<file path="src/design/seir_pkg.sv">
// ----------------------------------------------------------------------------
// seir_pkg - shared types, constants and helpers of the SEIR RK4 integrator
// Working values are signed, 16 fraction bits, saturating at +-(2^62-1).
// ----------------------------------------------------------------------------
package seir_pkg;

    localparam int COMP_W    = 40;   // compartment width, Q24.16
    localparam int FRAC_BITS = 16;
    localparam int RATE_W    = 24;   // rates and dt, Q4.20
    localparam int RATE_FRAC = 20;
    localparam int WORK_W    = 64;   // signed working value
    localparam int MAG_W     = 62;   // working magnitude
    localparam int ACC_W     = 124;  // full product of two magnitudes
    localparam int DEN_W     = 42;   // divisor width (sum of four compartments)
    localparam int SH_W      = 7;

    localparam logic [MAG_W-1:0]  MAG_MAX  = {MAG_W{1'b1}};
    localparam logic [COMP_W-1:0] COMP_MAX = {COMP_W{1'b1}};
    localparam logic [DEN_W-1:0]  N_ONE    = DEN_W'(1) << FRAC_BITS;

    // x/6 = (x * ceil(2^64/6)) >> 64, exact for any x below 2^62
    localparam logic [MAG_W-1:0]  RECIP_SIX = 62'h2AAA_AAAA_AAAA_AAAB;

    localparam logic [SH_W-1:0] SH_RATE = SH_W'(RATE_FRAC);
    localparam logic [SH_W-1:0] SH_HALF = SH_W'(RATE_FRAC + 1);
    localparam logic [SH_W-1:0] SH_SIX  = SH_W'(64);

    // configuration register indexes
    localparam logic [1:0] CFG_INFECTION  = 2'd0;
    localparam logic [1:0] CFG_INCUBATION = 2'd1;
    localparam logic [1:0] CFG_RECOVERY   = 2'd2;
    localparam logic [1:0] CFG_REMOVAL    = 2'd3;

    // input op codes
    localparam logic OP_LOAD = 1'b0;
    localparam logic OP_STEP = 1'b1;

    typedef logic signed [WORK_W-1:0] work_t;
    typedef logic [MAG_W-1:0]         mag_t;

    // command to the multiply/divide unit
    typedef struct packed {
        logic             start;
        logic             muldiv;   // 1: a*b/divisor, 0: (a*b)>>sh
        mag_t             a;
        mag_t             b;
        logic [SH_W-1:0]  sh;
        logic [DEN_W-1:0] divisor;
    } mdu_cmd_t;

    typedef struct packed {
        logic done;
        mag_t result;
    } mdu_rsp_t;

    typedef enum logic [1:0] {
        MDU_IDLE,
        MDU_MUL,
        MDU_POST,
        MDU_DIV
    } mdu_state_t;

    typedef enum logic [2:0] {
        ST_IDLE,
        ST_MULXY,
        ST_RATE,
        ST_COMBINE,
        ST_ACCUM,
        ST_ADVANCE,
        ST_FIN_MUL,
        ST_FIN_DIV
    } step_state_t;

    // saturating add at +-(2^62-1)
    function automatic work_t sat_add(work_t a, work_t b);
        logic signed [WORK_W:0] s;
        logic signed [WORK_W:0] smax;
        s    = $signed({a[WORK_W-1], a}) + $signed({b[WORK_W-1], b});
        smax = $signed({3'b000, MAG_MAX});
        if (s > smax) begin
            s = smax;
        end
        else if (s < -smax) begin
            s = -smax;
        end
        return s[WORK_W-1:0];
    endfunction

    function automatic mag_t mag_of(work_t a);
        work_t t;
        t = a[WORK_W-1] ? -a : a;
        return t[MAG_W-1:0];
    endfunction

    function automatic work_t signed_of(mag_t m, logic neg);
        work_t t;
        t = $signed({2'b00, m});
        return neg ? -t : t;
    endfunction

endpackage

</file>
<file path="src/design/seir_mdu.sv">
// ----------------------------------------------------------------------------
// seir_mdu - shared multiply / divide unit
// 62x62 product from four 32x32 partials, then either a right shift with
// saturation or a restoring division, two quotient bits per cycle.
// ----------------------------------------------------------------------------
module seir_mdu
    import seir_pkg::*;
(
    input  logic     clk,
    input  logic     rst_n,
    input  mdu_cmd_t cmd,
    output mdu_rsp_t rsp
);

    mdu_state_t       st_reg, st_next;
    logic [4:0]       cnt_reg, cnt_next;
    logic             done_reg, done_next;
    mag_t             res_reg, res_next;
    mag_t             a_reg, a_next;
    mag_t             b_reg, b_next;
    logic [SH_W-1:0]  sh_reg, sh_next;
    logic             md_reg, md_next;
    logic [DEN_W-1:0] div_reg, div_next;
    logic [ACC_W-1:0] acc_reg, acc_next;
    logic [DEN_W-1:0] rem_reg, rem_next;

    // control
    always_ff @(posedge clk or negedge rst_n)
    begin
        if (!rst_n)
        begin
            st_reg   <= MDU_IDLE;
            cnt_reg  <= '0;
            done_reg <= 1'b0;
        end
        else
        begin
            st_reg   <= st_next;
            cnt_reg  <= cnt_next;
            done_reg <= done_next;
        end
    end

    // datapath
    always_ff @(posedge clk)
    begin
        res_reg <= res_next;
        a_reg   <= a_next;
        b_reg   <= b_next;
        sh_reg  <= sh_next;
        md_reg  <= md_next;
        div_reg <= div_next;
        acc_reg <= acc_next;
        rem_reg <= rem_next;
    end

    always_comb
    begin
        logic [31:0]      ach;
        logic [31:0]      bch;
        logic [63:0]      prod;
        logic [ACC_W-1:0] part;
        logic [1:0]       pos;
        logic [ACC_W-1:0] shifted;
        logic [DEN_W:0]   r1;
        logic [DEN_W-1:0] rem;
        logic [63:0]      low;

        st_next   = st_reg;
        cnt_next  = cnt_reg;
        done_next = 1'b0;
        res_next  = res_reg;
        a_next    = a_reg;
        b_next    = b_reg;
        sh_next   = sh_reg;
        md_next   = md_reg;
        div_next  = div_reg;
        acc_next  = acc_reg;
        rem_next  = rem_reg;

        // one partial product per cycle
        ach  = cnt_reg[1] ? {2'b00, a_reg[MAG_W-1:32]} : a_reg[31:0];
        bch  = cnt_reg[0] ? {2'b00, b_reg[MAG_W-1:32]} : b_reg[31:0];
        prod = 64'(ach) * 64'(bch);
        pos  = {1'b0, cnt_reg[1]} + {1'b0, cnt_reg[0]};
        case (pos)
            2'd0:    part = {60'b0, prod};
            2'd1:    part = {28'b0, prod, 32'b0};
            2'd2:    part = {prod[59:0], 64'b0};
            default: part = '0;
        endcase

        shifted = acc_reg >> sh_reg;

        // two restoring division steps
        rem = rem_reg;
        low = acc_reg[63:0];
        for (int i = 0; i < 2; i++)
        begin
            r1  = {rem, low[63]};
            low = {low[62:0], 1'b0};
            if (r1 >= {1'b0, div_reg})
            begin
                r1     = r1 - {1'b0, div_reg};
                low[0] = 1'b1;
            end
            rem = r1[DEN_W-1:0];
        end

        case (st_reg)
            MDU_IDLE:
            begin
                if (cmd.start)
                begin
                    a_next   = cmd.a;
                    b_next   = cmd.b;
                    sh_next  = cmd.sh;
                    md_next  = cmd.muldiv;
                    div_next = cmd.divisor;
                    acc_next = '0;
                    cnt_next = '0;
                    st_next  = MDU_MUL;
                end
            end
            MDU_MUL:
            begin
                acc_next = acc_reg + part;
                cnt_next = cnt_reg + 5'd1;
                if (cnt_reg[1:0] == 2'd3)
                begin
                    st_next = MDU_POST;
                end
            end
            MDU_POST:
            begin
                cnt_next = '0;
                if (!md_reg)
                begin
                    res_next  = (shifted[ACC_W-1:MAG_W] != '0) ? MAG_MAX
                                                              : shifted[MAG_W-1:0];
                    done_next = 1'b1;
                    st_next   = MDU_IDLE;
                end
                else if (acc_reg[ACC_W-1:64] >= {18'b0, div_reg})
                begin
                    // quotient would not fit in 64 bits
                    res_next  = MAG_MAX;
                    done_next = 1'b1;
                    st_next   = MDU_IDLE;
                end
                else
                begin
                    rem_next = acc_reg[64+DEN_W-1:64];
                    st_next  = MDU_DIV;
                end
            end
            MDU_DIV:
            begin
                rem_next        = rem;
                acc_next[63:0]  = low;
                cnt_next        = cnt_reg + 5'd1;
                if (cnt_reg == 5'd31)
                begin
                    res_next  = (low[63:62] != 2'b00) ? MAG_MAX : low[MAG_W-1:0];
                    done_next = 1'b1;
                    st_next   = MDU_IDLE;
                end
            end
            default:
            begin
                st_next = MDU_IDLE;
            end
        endcase
    end

    assign rsp.done   = done_reg;
    assign rsp.result = res_reg;

endmodule

</file>
<file path="config.mk">
export PLATFORM = sky130hd
export DESIGN_NAME = seir_mdu
export DESIGN_NICKNAME = d
export VERILOG_FILES = /design/src/design/seir_pkg.sv /design/src/design/seir_mdu.sv
export SDC_FILE = /design/constraint.sdc
export NUM_CORES = 2
export LEC_CHECK = 0
export ABC_CLOCK_PERIOD_IN_PS = 14060
export BUFFER_PORTS_ARGS = -buffer_cell sky130_fd_sc_hd__buf_2
export CELL_PAD_IN_SITES_DETAIL_PLACEMENT = 0
export CELL_PAD_IN_SITES_GLOBAL_PLACEMENT = 2
export CORE_MARGIN = 5
export CORE_UTILIZATION = 41
export CTS_CLUSTER_DIAMETER = 200
export DETAILED_ROUTE_END_ITERATION = 12
export PLACE_DENSITY = 0.92
export SETUP_SLACK_MARGIN = 0.2
export SYNTH_ARGS = -nofsm -noshare
export SYNTH_HDL_FRONTEND = slang
export SYNTH_SLANG_ARGS = --single-unit
export TNS_END_PERCENT = 20
</file>
<file path="constraint.sdc">
create_clock -name clk -period 14.06 [get_ports clk]
set_input_delay 2.812 -clock clk [delete_from_list [all_inputs] [get_ports clk]]
set_output_delay 2.812 -clock clk [all_outputs]
set_load 0.02 [all_outputs]
</file>
# ---- Word level (Yosys, flattened, before mapping)
# Index checks and enable logic that the tools add are counted.
# Widths: inputs -> output; s select.
dict set report classes {
  addsub 5
  n_mul 1
  n_lt_le_gt_ge 3
  n_eq_ne 13
  shift 1
  n_mux 31
  n_reduce_logical 14
}
# cell n
set ops {}
lappend ops {{$pmux 124 s3} 1}
lappend ops {{$mux 62} 5}
lappend ops {{$pmux 64 s3} 1}
lappend ops {{$mux 42} 4}
lappend ops {{$add 124x124->124} 1}
lappend ops {{$mux 124} 1}
lappend ops {{$pmux 62 s2} 1}
lappend ops {{$shr 124x7->124} 1}
lappend ops {{$pmux 60 s2} 1}
lappend ops {{$ge 43x42->1} 2}
lappend ops {{$pmux 42 s2} 1}
lappend ops {{$sub 42x42->42} 2}
lappend ops {{$mul 32x32->64} 1}
lappend ops {{$mux 32} 2}
lappend ops {{$reduce_bool 62->1} 1}
lappend ops {{$ge 60x42->1} 1}
lappend ops {{$pmux 5 s3} 1}
lappend ops {{$mux 2} 5}
lappend ops {{$ne 2x2->1 const B} 5}
lappend ops {{$reduce_and 3->1} 3}
lappend ops {{$eq 2x2->1 const B} 4}
lappend ops {{$pmux 2 s4} 1}
lappend ops {{$reduce_and 2->1} 3}
lappend ops {{$reduce_bool 2->1} 3}
lappend ops {{11 further kinds} 17}
dict set report word_totals {
  reg_bits 410
  input_bits 177
  output_inout_bits 63
  wordCells 80
}

# ---- Logic depth before layout (Yosys ltp)
dict set report logic_depth {
  depth_word 7
  depth_mapped 47
  depth_no_buf 42
}

# ---- Least setup slack after synthesis
# OpenSTA, ideal clock, no wires.
dict set report synth_path {
  path_kind {register to register}
  from {register cnt_reg[0]}
  to {register acc_reg[116], data pin}
  arrival_time_ns 11.403
  required_time_ns 13.794
  slack_ns 2.392
  stages_incl_launch_ff 41
  n_path_buf 5
  period_less_slack_ns 11.668
  cell_sequence {dfrtp_1 > clkbuf_1 > clkbuf_1 > buf_1 > mux2i_1 > clkbuf_1 > nor2_1 > fa_1 > fa_1 > inv_1 > fa_1 > fa_1 > fa_1 > inv_1 > fa_1 > fa_1 > fa_1 > ha_1 > [... 5 more ...] > a21o_1 > a21oi_1 > o31ai_1 > a2111oi_0 > a311oi_1 > o22ai_1 > ha_1 > clkbuf_1 > a21oi_1 > o21ai_0 > or3_1 > a211oi_1 > o21ai_0 > o21ai_0 > o21ai_0 > a311oi_1 > xor2_1 > nor2_1}
}
dict set report synth_between {
  elab_chain_len 5
  word_cells_on_any_way 9
  classes_between {add/sub: 2; mul: 1; eq/ne: 2; mux: 3; reduce/logical: 1}
}
# element line_no
set synth_rtl {}
lappend synth_rtl {{start, declared} seir_mdu.sv:16} ;# logic [4:0] cnt_reg, cnt_next;
lappend synth_rtl {{start signal, assigned} seir_mdu.sv:39} ;# cnt_reg <= cnt_next;
lappend synth_rtl {{$mux 32 / $add 1x1->2 (equally long branches)} {seir_mdu.sv:83, seir_mdu.sv:85}}
lappend synth_rtl {{$mul 32x32->64 (tied with other cells)} seir_mdu.sv:84} ;# prod = 64'(ach) * 64'(bch);
lappend synth_rtl {{$pmux 124 s3 *} seir_mdu.sv:86} ;# case (pos)
lappend synth_rtl {{$add 124x124->124 *} seir_mdu.sv:127} ;# acc_next = acc_reg + part;
lappend synth_rtl {{$pmux 60 s2 *} seir_mdu.sv:110} ;# case (st_reg)
lappend synth_rtl {{end signal, assigned} seir_mdu.sv:53} ;# acc_reg <= acc_next;
lappend synth_rtl {{end, declared} seir_mdu.sv:24} ;# logic [ACC_W-1:0] acc_reg, acc_next;
# Mark *: on every way between the ends. The rest lies on a longest branch, timed or not.
# A chain may end at the register's enable or synchronous reset.

# ---- Worst setup path after layout
dict set report layout_path {
  from {register cnt_reg[0]}
  to {register acc_reg[115], data pin}
}
# The elaborated chain is that of the path after synthesis.

==> reports/qor.csv <==
metric;value;unit
CP endpoint kind;register;
GRT Overall Usage;29.8;%
fin crit share;95.7;%
Post-Syn Area;72200;sq um
ys async rst share;1.95;%
max cap viols;0;
Seq/Total Area, Yosys;17.0;%
hold_sp;cnt_reg[4];
clock buffer depth;3;
post-route ant nets;0;
Worst R2R Path Depth;38;
DRT Pass-1 Iters;7;
CP delay by family, top;adder cells;
CP startpoint;cnt_reg[0];
hpwl dp;228;mm
worst path bufs/invs;7;
Synth Warn #;0;
clock period minus worst slack;13.46;ns
Worst Hold Class;register to register;
Critical Path RT;14.50;ns
synth top area cells;fa_1 25%, edfxtp_1 17%, ha_1 8.9%;
Final Max Tran Viols;0;
global-route wire length before repair;416;mm
post-synth top area share;24.9;%
routed len/inst;26.5;um
Setup CP Type;register to register;
RSZ-0062 raised after global routing;yes;
die height;430;um
Slew headroom;19.9;%
number of setup violations in the final report;0;
setup TNS;0;ns
CP Max Fanout;40;
reg2reg end;acc_reg[115];
hold path depth;2;
RR Startpoint;cnt_reg[0];
GRT overflow;0;
slowest stage delay, CP;0.91;ns
slowest cell on the critical path;dfrtp_4;
most numerous cell in the Yosys netlist;nand2_1;
clock slew at reported path FFs;0.06;ns
outcome;complete, no violations;
FP Rows;154;
max frequency;0.0743;GHz
Critical Path Source Type;register;
Die ar.;185000;sq um
Crit path arrival time;13.89;ns
drc violations;0;
synthesized area per cell;8.72;sq um
hold path endpoint;cnt_reg[4];
R2R Setup Slk;0.60;ns
Synth Register Bits;410;
Hold Vio Cnt, Final;0;
core area;176000;sq um
Max H-tree Level;2;
GPL Wtd Cong;1.02;
Clock Skews;0.0591;ns
Clk Latency, worst-skew pair;0.74;ns
Vias/cell;5.93;
predominant post-synthesis flop cell;edfxtp_1;
P&R area growth vs syn;7.89;%
Die Wd;430;um
CTS tree;built;
total CTS buffers;54;
Most Frequent Cell on Critical Path;fa_1;
EDFF count, synth;402;
syn_nets;9878;
Vias;63230;
First DRT Iteration DRCs;6192;
# IOs;240;
pin count of the biggest net entering global routing;157;
routed wire length;282;mm
Slew @ Worst Pin;1.20;ns
Starting Density;41.1;%
max reg flops;124;
post-layout net count;9864;
clock root cell;clkbuf_16;
vias in the first global route;63549;
initial antenna violation count;3;
top post-synthesis cells by count;1104 x nand2_1, 996 x inv_1, 989 x nor2_1;
IO buf count;239;
Post-Syn Instances;8286;
Sink Count;410;
share of layout cells above drive strength 1;10.3;%
cell taking the most area after synthesis;fa_1;
Distinct cells, synth;79;
[what timing repair did]
action                     in CTS  in global routing
hold buffers                    0                  0
buffers inserted                0                  0
gates resized for setup         0                  1
setup endpoints to repair       0                  5
[logic make-up after synthesis]
logic type | share of synthesized area (%)
simple gates | 15.9
compound gates | 13.4
buf+inv | 7.77
fa+ha+maj | 33.9
mux | 9.16
flops | 17.0
xor+xnor | 2.87
[metrics by stage]
step	hold WS (ns)	util, %	std cells	instance area (sq um)	worst slack (ns)
floorplan	0.508	-	8286	72200	2.39
global placement	0.520	43.3	10556	76100	0.861
detailed placement	0.565	43.3	10556	76100	0.836
CTS	0.573	44.3	10657	77900	0.859
global route	0.612	44.3	10657	77900	0.133
finish	0.567	44.3	10658	77900	0.600
[cell type report]
| cell class | count | area (sq um) |
|---|---|---|
| fill | 17401 | 97800 |
| multi-input combinational | 6402 | 54700 |
| sequential | 410 | 12300 |
| inverter | 1001 | 3760 |
| tap | 2340 | 2930 |
| timing repair buffer | 403 | 2460 |
| clock buffer | 60 | 1370 |
| clock inverter | 41 | 459 |
| antenna | 1 | 2.50 |
[worst register-to-register path, delay by kind of cell, from the launching register on]
family	cells	cell delay [ns]
adder cells (fa/ha/maj)	10	5.13
AO/OA/AOI/OAI	10	2.70
AND/OR/NAND/NOR	9	1.99
buffers and inverters	7	1.22
flip-flops	1	0.91
multiplexers	1	0.80
XOR/XNOR	1	0.44
[worst max-delay path by stage]
stage,endpoint,slack [ns],cells past startpoint
finish,acc_reg[115],0.60,38
global route,acc_reg[115],0.13,38
CTS,acc_reg[115],0.86,38
detailed placement,acc_reg[115],0.84,38
global placement,acc_reg[115],0.86,38
floorplan,acc_reg[116],2.39,40
[layer usage]
layer / vias up / part of all wire [%] / GRT usage (%)
met5: - / 0 / 0
met4: 0 / 6.5 / 15.3
met3: 725 / 8.9 / 5.73
met2: 3309 / 44 / 46.6
met1: 31353 / 41 / 39.6
li1: 27843 / - / -
[layout by cell type (no fill, tap or decap), types with 145 or more instances in the layout]
cell type,synthesis,routed
nand2_1,1104,1102
a21o_1,171,171
buf_2,22,239
o21ai_0,393,392
nor2_1,989,986
fa_1,899,899
xnor2_1,145,145
mux2i_1,240,200
a21oi_1,498,497
buf_4,5,161
ha_1,516,516
edfxtp_1,402,402
inv_1,996,996
Power is left out: the tool's default activity adds up to more than one toggle a clock period on the data nets, which glitch-free logic cannot reach.
